===== src/vsk_pkg.sv =====
package vsk_pkg;

  typedef enum logic [2:0] {
    REG_BYPASS    = 3'd0,
    REG_AMPLITUDE = 3'd1,
    REG_SLEW      = 3'd2,
    REG_BRAKE     = 3'd3,
    REG_ZERO_BAND = 3'd4,
    REG_TRACK_SUM = 3'd5
  } cfg_reg_e;

  localparam int unsigned CfgIdxW  = 3;
  localparam int unsigned CfgDataW = 15;

  localparam logic        BypassRst    = 1'b0;
  localparam logic [14:0] AmplitudeRst = 15'd14336;
  localparam logic [11:0] SlewRst      = 12'd164;
  localparam logic [11:0] BrakeRst     = 12'd328;
  localparam logic [11:0] ZeroBandRst  = 12'd205;
  localparam logic [13:0] TrackSumRst  = 14'd2535;

  typedef struct packed {
    logic        bypass;
    logic [14:0] amplitude;
    logic [11:0] slew;
    logic [11:0] brake;
    logic [11:0] zero_band;
    logic [13:0] track_sum;
  } cfg_t;

  // Smoothed body velocity handed from the slew stage to the wheel stage.
  typedef struct packed {
    logic signed [15:0] x;
    logic signed [15:0] y;
    logic signed [15:0] z;
  } body_vel_t;

  function automatic logic signed [15:0] clamp_amp(input logic signed [19:0] v,
                                                   input logic [14:0] amp);
    logic signed [19:0] hi;
    logic signed [19:0] lo;
    logic signed [19:0] r;
    hi = $signed({5'b0, amp});
    lo = -hi;
    if (v > hi) begin
      r = hi;
    end else if (v < lo) begin
      r = lo;
    end else begin
      r = v;
    end
    return r[15:0];
  endfunction

endpackage


===== src/vsk_slew.sv =====
module vsk_slew (
  input  logic                    clk_i,
  input  logic                    rst_ni,
  input  vsk_pkg::cfg_t           cfg_i,
  input  logic                    take_i,
  input  logic signed [15:0]      cmd_x_i,
  input  logic signed [15:0]      cmd_y_i,
  input  logic signed [15:0]      cmd_z_i,
  input  logic                    drain_i,
  output logic                    vel_valid_o,
  output vsk_pkg::body_vel_t      vel_o
);

  logic signed [15:0] held_x_q, held_y_q, held_z_q;
  logic signed [15:0] held_x_d, held_y_d, held_z_d;
  logic               vel_valid_q, vel_valid_d;
  vsk_pkg::body_vel_t vel_q;

  logic signed [15:0] vx, vy, vz;
  logic signed [17:0] hx, hy, hz;
  logic signed [17:0] brake_s;

  function automatic logic signed [17:0] approach(input logic signed [17:0] h,
                                                  input logic signed [15:0] t,
                                                  input logic [11:0] step);
    logic signed [17:0] te;
    logic signed [17:0] r;
    te = 18'(t);
    r  = h;
    if (te > h) begin
      r = h + $signed({6'b0, step});
      if (r > te) r = te;
    end else if (te < h) begin
      r = h - $signed({6'b0, step});
      if (r < te) r = te;
    end
    return r;
  endfunction

  function automatic logic signed [17:0] snap(input logic signed [17:0] h,
                                              input logic signed [15:0] t,
                                              input logic [11:0] band);
    logic signed [17:0] be;
    be = $signed({6'b0, band});
    if (t == 16'sd0 && h < be && h > -be) begin
      return 18'sd0;
    end
    return h;
  endfunction

  always_comb begin
    vx = vsk_pkg::clamp_amp(20'(cmd_x_i), cfg_i.amplitude);
    vy = vsk_pkg::clamp_amp(20'(cmd_y_i), cfg_i.amplitude);
    vz = vsk_pkg::clamp_amp(20'(cmd_z_i), cfg_i.amplitude);
    brake_s = $signed({6'b0, cfg_i.brake});
    hx = 18'(held_x_q);
    hy = 18'(held_y_q);
    hz = 18'(held_z_q);
    if (cfg_i.bypass) begin
      hx = 18'(vx);
      hy = 18'(vy);
      hz = 18'(vz);
    end else begin
      // Stop or reversal against the current X motion: brake X, drop Y and Z.
      if (held_x_q > 16'sd0 && vx <= 16'sd0) begin
        hx = hx - brake_s;
        if (hx < 18'sd0) hx = 18'sd0;
        hy = 18'sd0;
        hz = 18'sd0;
      end else if (held_x_q < 16'sd0 && vx >= 16'sd0) begin
        hx = hx + brake_s;
        if (hx > 18'sd0) hx = 18'sd0;
        hy = 18'sd0;
        hz = 18'sd0;
      end
      hx = snap(approach(hx, vx, cfg_i.slew), vx, cfg_i.zero_band);
      hy = snap(approach(hy, vy, cfg_i.slew), vy, cfg_i.zero_band);
      hz = snap(approach(hz, vz, cfg_i.slew), vz, cfg_i.zero_band);
    end
    held_x_d = hx[15:0];
    held_y_d = hy[15:0];
    held_z_d = hz[15:0];
  end

  assign vel_valid_d = take_i | (vel_valid_q & ~drain_i);

  always_ff @(posedge clk_i or negedge rst_ni) begin
    if (!rst_ni) begin
      held_x_q    <= '0;
      held_y_q    <= '0;
      held_z_q    <= '0;
      vel_valid_q <= 1'b0;
    end else begin
      vel_valid_q <= vel_valid_d;
      if (take_i) begin
        held_x_q <= held_x_d;
        held_y_q <= held_y_d;
        held_z_q <= held_z_d;
      end
    end
  end

  always_ff @(posedge clk_i) begin
    if (take_i) begin
      vel_q.x <= held_x_d;
      vel_q.y <= held_y_d;
      vel_q.z <= held_z_d;
    end
  end

  assign vel_valid_o = vel_valid_q;
  assign vel_o       = vel_q;

`ifndef SYNTHESIS
  a_held_in_range: assert property (@(posedge clk_i) disable iff (!rst_ni)
    held_x_q != 16'sh8000 && held_y_q != 16'sh8000 && held_z_q != 16'sh8000)
    else $error("held state reached -32768");

  a_stage_matches_state: assert property (@(posedge clk_i) disable iff (!rst_ni)
    take_i |=> (vel_q.x == held_x_q && vel_q.y == held_y_q && vel_q.z == held_z_q))
    else $error("stage register differs from held state");
`endif

endmodule


===== src/vsk_kin.sv =====
module vsk_kin (
  input  logic                    clk_i,
  input  logic                    rst_ni,
  input  vsk_pkg::cfg_t           cfg_i,
  input  logic                    vel_valid_i,
  input  vsk_pkg::body_vel_t      vel_i,
  output logic                    ready_o,
  output logic                    out_valid_o,
  input  logic                    out_stall_i,
  output logic signed [15:0]      wheel_a_o,
  output logic signed [15:0]      wheel_b_o,
  output logic signed [15:0]      wheel_c_o,
  output logic signed [15:0]      wheel_d_o,
  output logic signed [15:0]      smoothed_x_o,
  output logic signed [15:0]      smoothed_y_o,
  output logic signed [15:0]      smoothed_z_o
);

  logic               out_valid_q, out_valid_d;
  logic               load;
  logic signed [30:0] prod;
  logic signed [18:0] zterm;
  logic signed [19:0] sum_m, sum_p;
  logic signed [15:0] wm_d, wp_d;
  logic signed [15:0] wm_q, wp_q;
  vsk_pkg::body_vel_t vel_q;

  assign ready_o = ~out_valid_q | ~out_stall_i;
  assign load    = ready_o & vel_valid_i;

  always_comb begin
    prod  = 31'(vel_i.z) * $signed({1'b0, cfg_i.track_sum});
    // Arithmetic shift by 12: floor of the scaled yaw term.
    zterm = prod[30:12];
    sum_m = 20'(vel_i.x) - 20'(zterm);
    sum_p = 20'(vel_i.x) + 20'(zterm);
    wm_d  = vsk_pkg::clamp_amp(sum_m, cfg_i.amplitude);
    wp_d  = vsk_pkg::clamp_amp(sum_p, cfg_i.amplitude);
  end

  assign out_valid_d = ready_o ? vel_valid_i : out_valid_q;

  always_ff @(posedge clk_i or negedge rst_ni) begin
    if (!rst_ni) begin
      out_valid_q <= 1'b0;
    end else begin
      out_valid_q <= out_valid_d;
    end
  end

  always_ff @(posedge clk_i) begin
    if (load) begin
      wm_q  <= wm_d;
      wp_q  <= wp_d;
      vel_q <= vel_i;
    end
  end

  assign out_valid_o  = out_valid_q;
  assign wheel_a_o    = wm_q;
  assign wheel_b_o    = wm_q;
  assign wheel_c_o    = wp_q;
  assign wheel_d_o    = wp_q;
  assign smoothed_x_o = vel_q.x;
  assign smoothed_y_o = vel_q.y;
  assign smoothed_z_o = vel_q.z;

`ifndef SYNTHESIS
  a_wheel_in_range: assert property (@(posedge clk_i) disable iff (!rst_ni)
    load |=> (wm_q != 16'sh8000 && wp_q != 16'sh8000))
    else $error("wheel target outside clamp range");

  a_no_drop: assert property (@(posedge clk_i) disable iff (!rst_ni)
    (out_valid_q && out_stall_i) |-> !ready_o)
    else $error("result register reloaded while stalled");
`endif

endmodule


===== src/velocity_slew_and_wheel_kinematics.sv =====
// Velocity slew limiter with differential-drive wheel kinematics.
//
// Input channel: in_valid_i / in_stall_o carry one body velocity request
// (cmd_x_i, cmd_y_i, cmd_z_i, signed Q4.12) per control tick. Output
// channel: out_valid_o / out_stall_i carry the four wheel targets and the
// smoothed X, Y and Z velocity for that request.
// A request accepted at one clock edge is slew limited and folded into the
// held state at that edge and registered in the slew stage; the wheel
// targets are computed from that copy of the held state and loaded into the
// result register when the wheel stage is ready, which raises out_valid_o.
// One request per cycle is sustained while out_stall_i stays low.
// When out_stall_i is high the result register holds; the slew stage keeps
// accepting until it is also full, and only then raises in_stall_o.
// Reset clears the held state to zero, empties both stages and loads the
// default configuration. Configuration is written through cfg_we_i,
// cfg_addr_i and cfg_wdata_i, by the user only while no request is in flight
// (not enforced by the block); writes to unknown indexes are ignored.
module velocity_slew_and_wheel_kinematics (
  input  logic                     clk_i,
  input  logic                     rst_ni,
  input  logic                     cfg_we_i,
  input  logic [2:0]               cfg_addr_i,
  input  logic [14:0]              cfg_wdata_i,
  input  logic                     in_valid_i,
  output logic                     in_stall_o,
  input  logic signed [15:0]       cmd_x_i,
  input  logic signed [15:0]       cmd_y_i,
  input  logic signed [15:0]       cmd_z_i,
  output logic                     out_valid_o,
  input  logic                     out_stall_i,
  output logic signed [15:0]       wheel_a_o,
  output logic signed [15:0]       wheel_b_o,
  output logic signed [15:0]       wheel_c_o,
  output logic signed [15:0]       wheel_d_o,
  output logic signed [15:0]       smoothed_x_o,
  output logic signed [15:0]       smoothed_y_o,
  output logic signed [15:0]       smoothed_z_o
);

  vsk_pkg::cfg_t      cfg_q, cfg_d;
  vsk_pkg::body_vel_t vel;
  logic               vel_valid;
  logic               kin_ready;
  logic               take;

  always_comb begin
    cfg_d = cfg_q;
    if (cfg_we_i) begin
      unique case (vsk_pkg::cfg_reg_e'(cfg_addr_i))
        vsk_pkg::REG_BYPASS:    cfg_d.bypass    = cfg_wdata_i[0];
        vsk_pkg::REG_AMPLITUDE: cfg_d.amplitude = cfg_wdata_i[14:0];
        vsk_pkg::REG_SLEW:      cfg_d.slew      = cfg_wdata_i[11:0];
        vsk_pkg::REG_BRAKE:     cfg_d.brake     = cfg_wdata_i[11:0];
        vsk_pkg::REG_ZERO_BAND: cfg_d.zero_band = cfg_wdata_i[11:0];
        vsk_pkg::REG_TRACK_SUM: cfg_d.track_sum = cfg_wdata_i[13:0];
        default:                cfg_d           = cfg_q;
      endcase
    end
  end

  always_ff @(posedge clk_i or negedge rst_ni) begin
    if (!rst_ni) begin
      cfg_q.bypass    <= vsk_pkg::BypassRst;
      cfg_q.amplitude <= vsk_pkg::AmplitudeRst;
      cfg_q.slew      <= vsk_pkg::SlewRst;
      cfg_q.brake     <= vsk_pkg::BrakeRst;
      cfg_q.zero_band <= vsk_pkg::ZeroBandRst;
      cfg_q.track_sum <= vsk_pkg::TrackSumRst;
    end else begin
      cfg_q <= cfg_d;
    end
  end

  // The slew stage is free when empty or when the wheel stage drains it.
  assign in_stall_o = vel_valid & ~kin_ready;
  assign take       = in_valid_i & ~in_stall_o;

  vsk_slew u_slew (
    .clk_i       (clk_i),
    .rst_ni      (rst_ni),
    .cfg_i       (cfg_q),
    .take_i      (take),
    .cmd_x_i     (cmd_x_i),
    .cmd_y_i     (cmd_y_i),
    .cmd_z_i     (cmd_z_i),
    .drain_i     (kin_ready),
    .vel_valid_o (vel_valid),
    .vel_o       (vel)
  );

  vsk_kin u_kin (
    .clk_i        (clk_i),
    .rst_ni       (rst_ni),
    .cfg_i        (cfg_q),
    .vel_valid_i  (vel_valid),
    .vel_i        (vel),
    .ready_o      (kin_ready),
    .out_valid_o  (out_valid_o),
    .out_stall_i  (out_stall_i),
    .wheel_a_o    (wheel_a_o),
    .wheel_b_o    (wheel_b_o),
    .wheel_c_o    (wheel_c_o),
    .wheel_d_o    (wheel_d_o),
    .smoothed_x_o (smoothed_x_o),
    .smoothed_y_o (smoothed_y_o),
    .smoothed_z_o (smoothed_z_o)
  );

`ifndef SYNTHESIS
  a_take_frees_stage: assert property (@(posedge clk_i) disable iff (!rst_ni)
    (take && vel_valid) |-> kin_ready)
    else $error("request accepted over an undrained slew stage");
`endif

endmodule


===== config.mk =====
export PLATFORM = sky130hd
export DESIGN_NAME = velocity_slew_and_wheel_kinematics
export DESIGN_NICKNAME = d
export VERILOG_FILES = /design/src/vsk_pkg.sv /design/src/vsk_slew.sv /design/src/vsk_kin.sv /design/src/velocity_slew_and_wheel_kinematics.sv
export SDC_FILE = /design/constraint.sdc
export NUM_CORES = 2
export LEC_CHECK = 0
export BUFFER_PORTS_ARGS = -buffer_cell sky130_fd_sc_hd__buf_2
export CAP_MARGIN = 25
export CORE_MARGIN = 1
export CORE_UTILIZATION = 30
export DETAILED_ROUTE_END_ITERATION = 8
export SLEW_MARGIN = 30
export SYNTH_ARGS = -nofsm -noshare
export SYNTH_HDL_FRONTEND = slang
export SYNTH_SLANG_ARGS = --single-unit

===== constraint.sdc =====
create_clock -name clk_i -period 17.6 [get_ports clk_i]
set_input_delay 2.64 -clock clk_i [delete_from_list [all_inputs] [get_ports clk_i]]
set_output_delay 2.64 -clock clk_i [all_outputs]
set_load 0.05 [all_outputs]

==> results.md <==
- Post-synth top cells: 593 x ha_1, 550 x inv_1, 446 x nand2_1
- Max Cap Violations: 0
- CTS buffer count: 37
- Slowest CP cell: xor2_1
- Crit path capture type: register
- Fmax: approximately 0.059 GHz
- Asr flop ratio synth: 47.54%
- Final GP Congestion: 1.054
- Hold Crit Class: reg -> reg
- Ratio of cells with drive above 1 in the final layout: 11.21%
- First-pass GRT wire length: 242,600 um
- Critical path peak fanout: 20
- Clk_lat worst skew: 620 ps
- Final setup TNS: 0 ps
- Most common cell in the netlist: ha_1
- Clock Pin Slew Worst Setup and Hold Paths: 70 ps
- WP data required: 18,060 ps
- Tot GR Track Use: between 20 and 25%
- Die area: 132,700 um2
- CTS HTree Levels: 2
- Vias in the first global route: 36,060
- Post-synth EDFFs: 128
- Most common flop cell mapped by yosys: edfxtp_1
- Post-route cell area: 43,890 um2
- Root Buffer: clkbuf_16
- Total gr overflow: 0
- YS warnings: 0
- Status: finished clean
- Area growth syn-to-layout: 11.49%
- Largest cells by area after synthesis: ha_1 19%, fa_1 11%, edfxtp_1 9.8%
- Synth top area share: 18.85%
- Vias: 37,260
- Min Tclk post-route: between 15,000 and 20,000 ps
- Remaining DRCs: 0
- CTS Hold Bufs: 0
- Vias per inst: 5.596
- Flops & latches, synth: roughly 240
- Dpl cell area: 42,630 um2
- DR iter-0 viols: roughly 3,500
- Post-CTS setup buffer count: 0
- Slowest Stage Delay on Critical Path: ~770 ps
- Crit path from: cfg_q[50]
- Unique masters post-synth: 118
- Rel. slew slack: roughly a quarter
- I/O pin total: 185
- Final Skew: 44.40 ps
- WP data arrival: ~17,000 ps
- RSZ-0062 raised after global routing: false
- Post-Synthesis Cell Area: 39,370 um2
- Max Root-Sink Buffers: 3
- Routed wire length: between 150,000 and 200,000 um
- Final nets: 5,763
- Die Height: ~360 um
- Fin crit share: a little over nine tenths
- Post-synthesis sequential area ratio: 17.21%
- Reg2reg start: cfg_q[50]
- Endpoints failing setup: 0
- Worst hold start: u_slew.vel_o[30]
- Post-cts resize count: 0
- Routed len/inst: 25.08 um
- Worst-Margin Slew: about 1100 ps
- I/O Buffers: 184
- Starting Density: a little under a third
- Post-Synthesis Cells: 4,735
- TritonCTS clock tree: built
- Most used cell, CP: nand2_1
- Die W: 364.3 um
- CTS sink cnt: 244
- Crit path launch type: register
- Pin count of the biggest net entering global routing: 86
- Syn_area_per_cell: roughly 8.3 um2
- Cell Rows: 132
- Drt pass-1 iters: 8
- Critical path class: reg -> reg
- Post-route ant nets: 0
- Leading area contributor after synthesis: ha_1
- Hold Fails Final Rpt: 0
- Antenna violations before repair: 12
- Core area: 129,800 um2
- Pins Over Slew Limit: 0
- Synthesized net count: around 5,600
- Post-DP HPWL: 133,800 um
-- flip-flops by register name (all words and copies together), names as in the netlist --
register / cells
u_kin.out_valid_o: 1
u_slew.held_y_q: 16
u_kin.wheel_a_o: 16
u_kin.smoothed_y_o: 16
u_slew.vel_o: 48
u_kin.smoothed_z_o: 16
u_slew.held_z_q: 16
u_slew.vel_valid_o: 1
u_slew.held_x_q: 16
u_kin.smoothed_x_o: 16
u_kin.wheel_c_o: 16
cfg_q: 66
-- per-stage QoR --
| step | std cells | hold WS [ps] | worst slack [ps] | utilization (%) |
|---|---|---|---|---|
| global route | 6649 | 449.7 | 26.81 | 33.80 |
| detailed placement | 6579 | 405.4 | 1124 | 32.84 |
| CTS | 6647 | 444.2 | 1287 | 33.77 |
| global placement | 6578 | 418.2 | 1289 | 32.81 |
| floorplan | 4735 | 400.3 | 3127 | - |
| finish | 6658 | 439.2 | 779.8 | 33.81 |
-- per-layer routing --
| metal | share of wire (%) | vias to the layer above | global-route usage, % |
|---|---|---|---|
| li1 | - | 16910 | - |
| met1 | 42 | 18200 | 32.09 |
| met5 | 0.029 | - | 0 |
| met3 | 8.6 | 397 | 4.883 |
| met2 | 44 | 1739 | 38.65 |
| met4 | 5.6 | 6 | 13.07 |
-- final cells by class --
class                           instances  area [um2]
Fill cell                           13670       85920
Multi-Input combinational cell       3719       29690
Sequential cell                       244        6774
Tap cell                             1742        2180
Inverter                              559        2101
Timing Repair Buffer                  315        1918
Clock buffer                           51        1084
Clock inverter                         17       123.9
Antenna cell                           11       27.53
-- kinds of logic after synthesis --
| logic type | count (synthesis) | share of synthesized area (%) |
|---|---|---|
| adder cells (fa/ha/maj) | 821 | 30.31 |
| AND/OR/NAND/NOR | 1409 | 17.67 |
| buffers and inverters | 772 | 7.808 |
| multiplexers | 135 | 3.578 |
| AO/OA/AOI/OAI | 1189 | 19.64 |
| XOR/XNOR | 165 | 3.791 |
| flip-flops | 244 | 17.21 |
-- critical path, delay by kind of cell, from the launching register on --
family | cells | cell delay, ps
mux | 1 | 220
xor+xnor | 3 | 1380
fa+ha+maj | 5 | 1910
simple gates | 20 | 5320
flops | 1 | 360
compound gates | 21 | 4790
buf+inv | 9 | 2600
-- cell usage in the layout (no fill, tap or decap), types with 36 or more instances in the layout --
cell / count
a211oi_1: 59
a21o_1: 95
a21oi_1: 339
a31oi_1: 37
and2_1: 142
and3_1: 40
buf_2: 183
buf_4: 129
clkbuf_16: 41
dfrtp_1: 94
edfxtp_1: 128
fa_1: 223
ha_1: 593
inv_1: 550
mux2_2: 46
mux2i_1: 88
nand2_1: 446
nand2b_1: 53
nand3_1: 72
nand4_1: 77
nor2_1: 302
nor2b_1: 56
nor3_1: 82
o21a_1: 52
o21ai_0: 226
o21ai_1: 39
xnor2_1: 124
xor2_1: 36
-- worst paths after layout --
kind / endpoint / slack, ps / cells past startpoint
max in group asynchronous: cfg_q[12] / 14200 / 2
worst max register to register: u_slew.held_z_q[6] / 780 / 59
worst min-delay path: u_kin.smoothed_y_o[14] / 440 / 0
min in group asynchronous: u_kin.out_valid_o / 2020 / 1
worst min register to register: u_kin.smoothed_y_o[14] / 440 / 0
worst max-delay path: u_slew.held_z_q[6] / 780 / 59
Power is not shown: default switching activity piles up to over one toggle a cycle in this logic, so the estimate is an artifact.
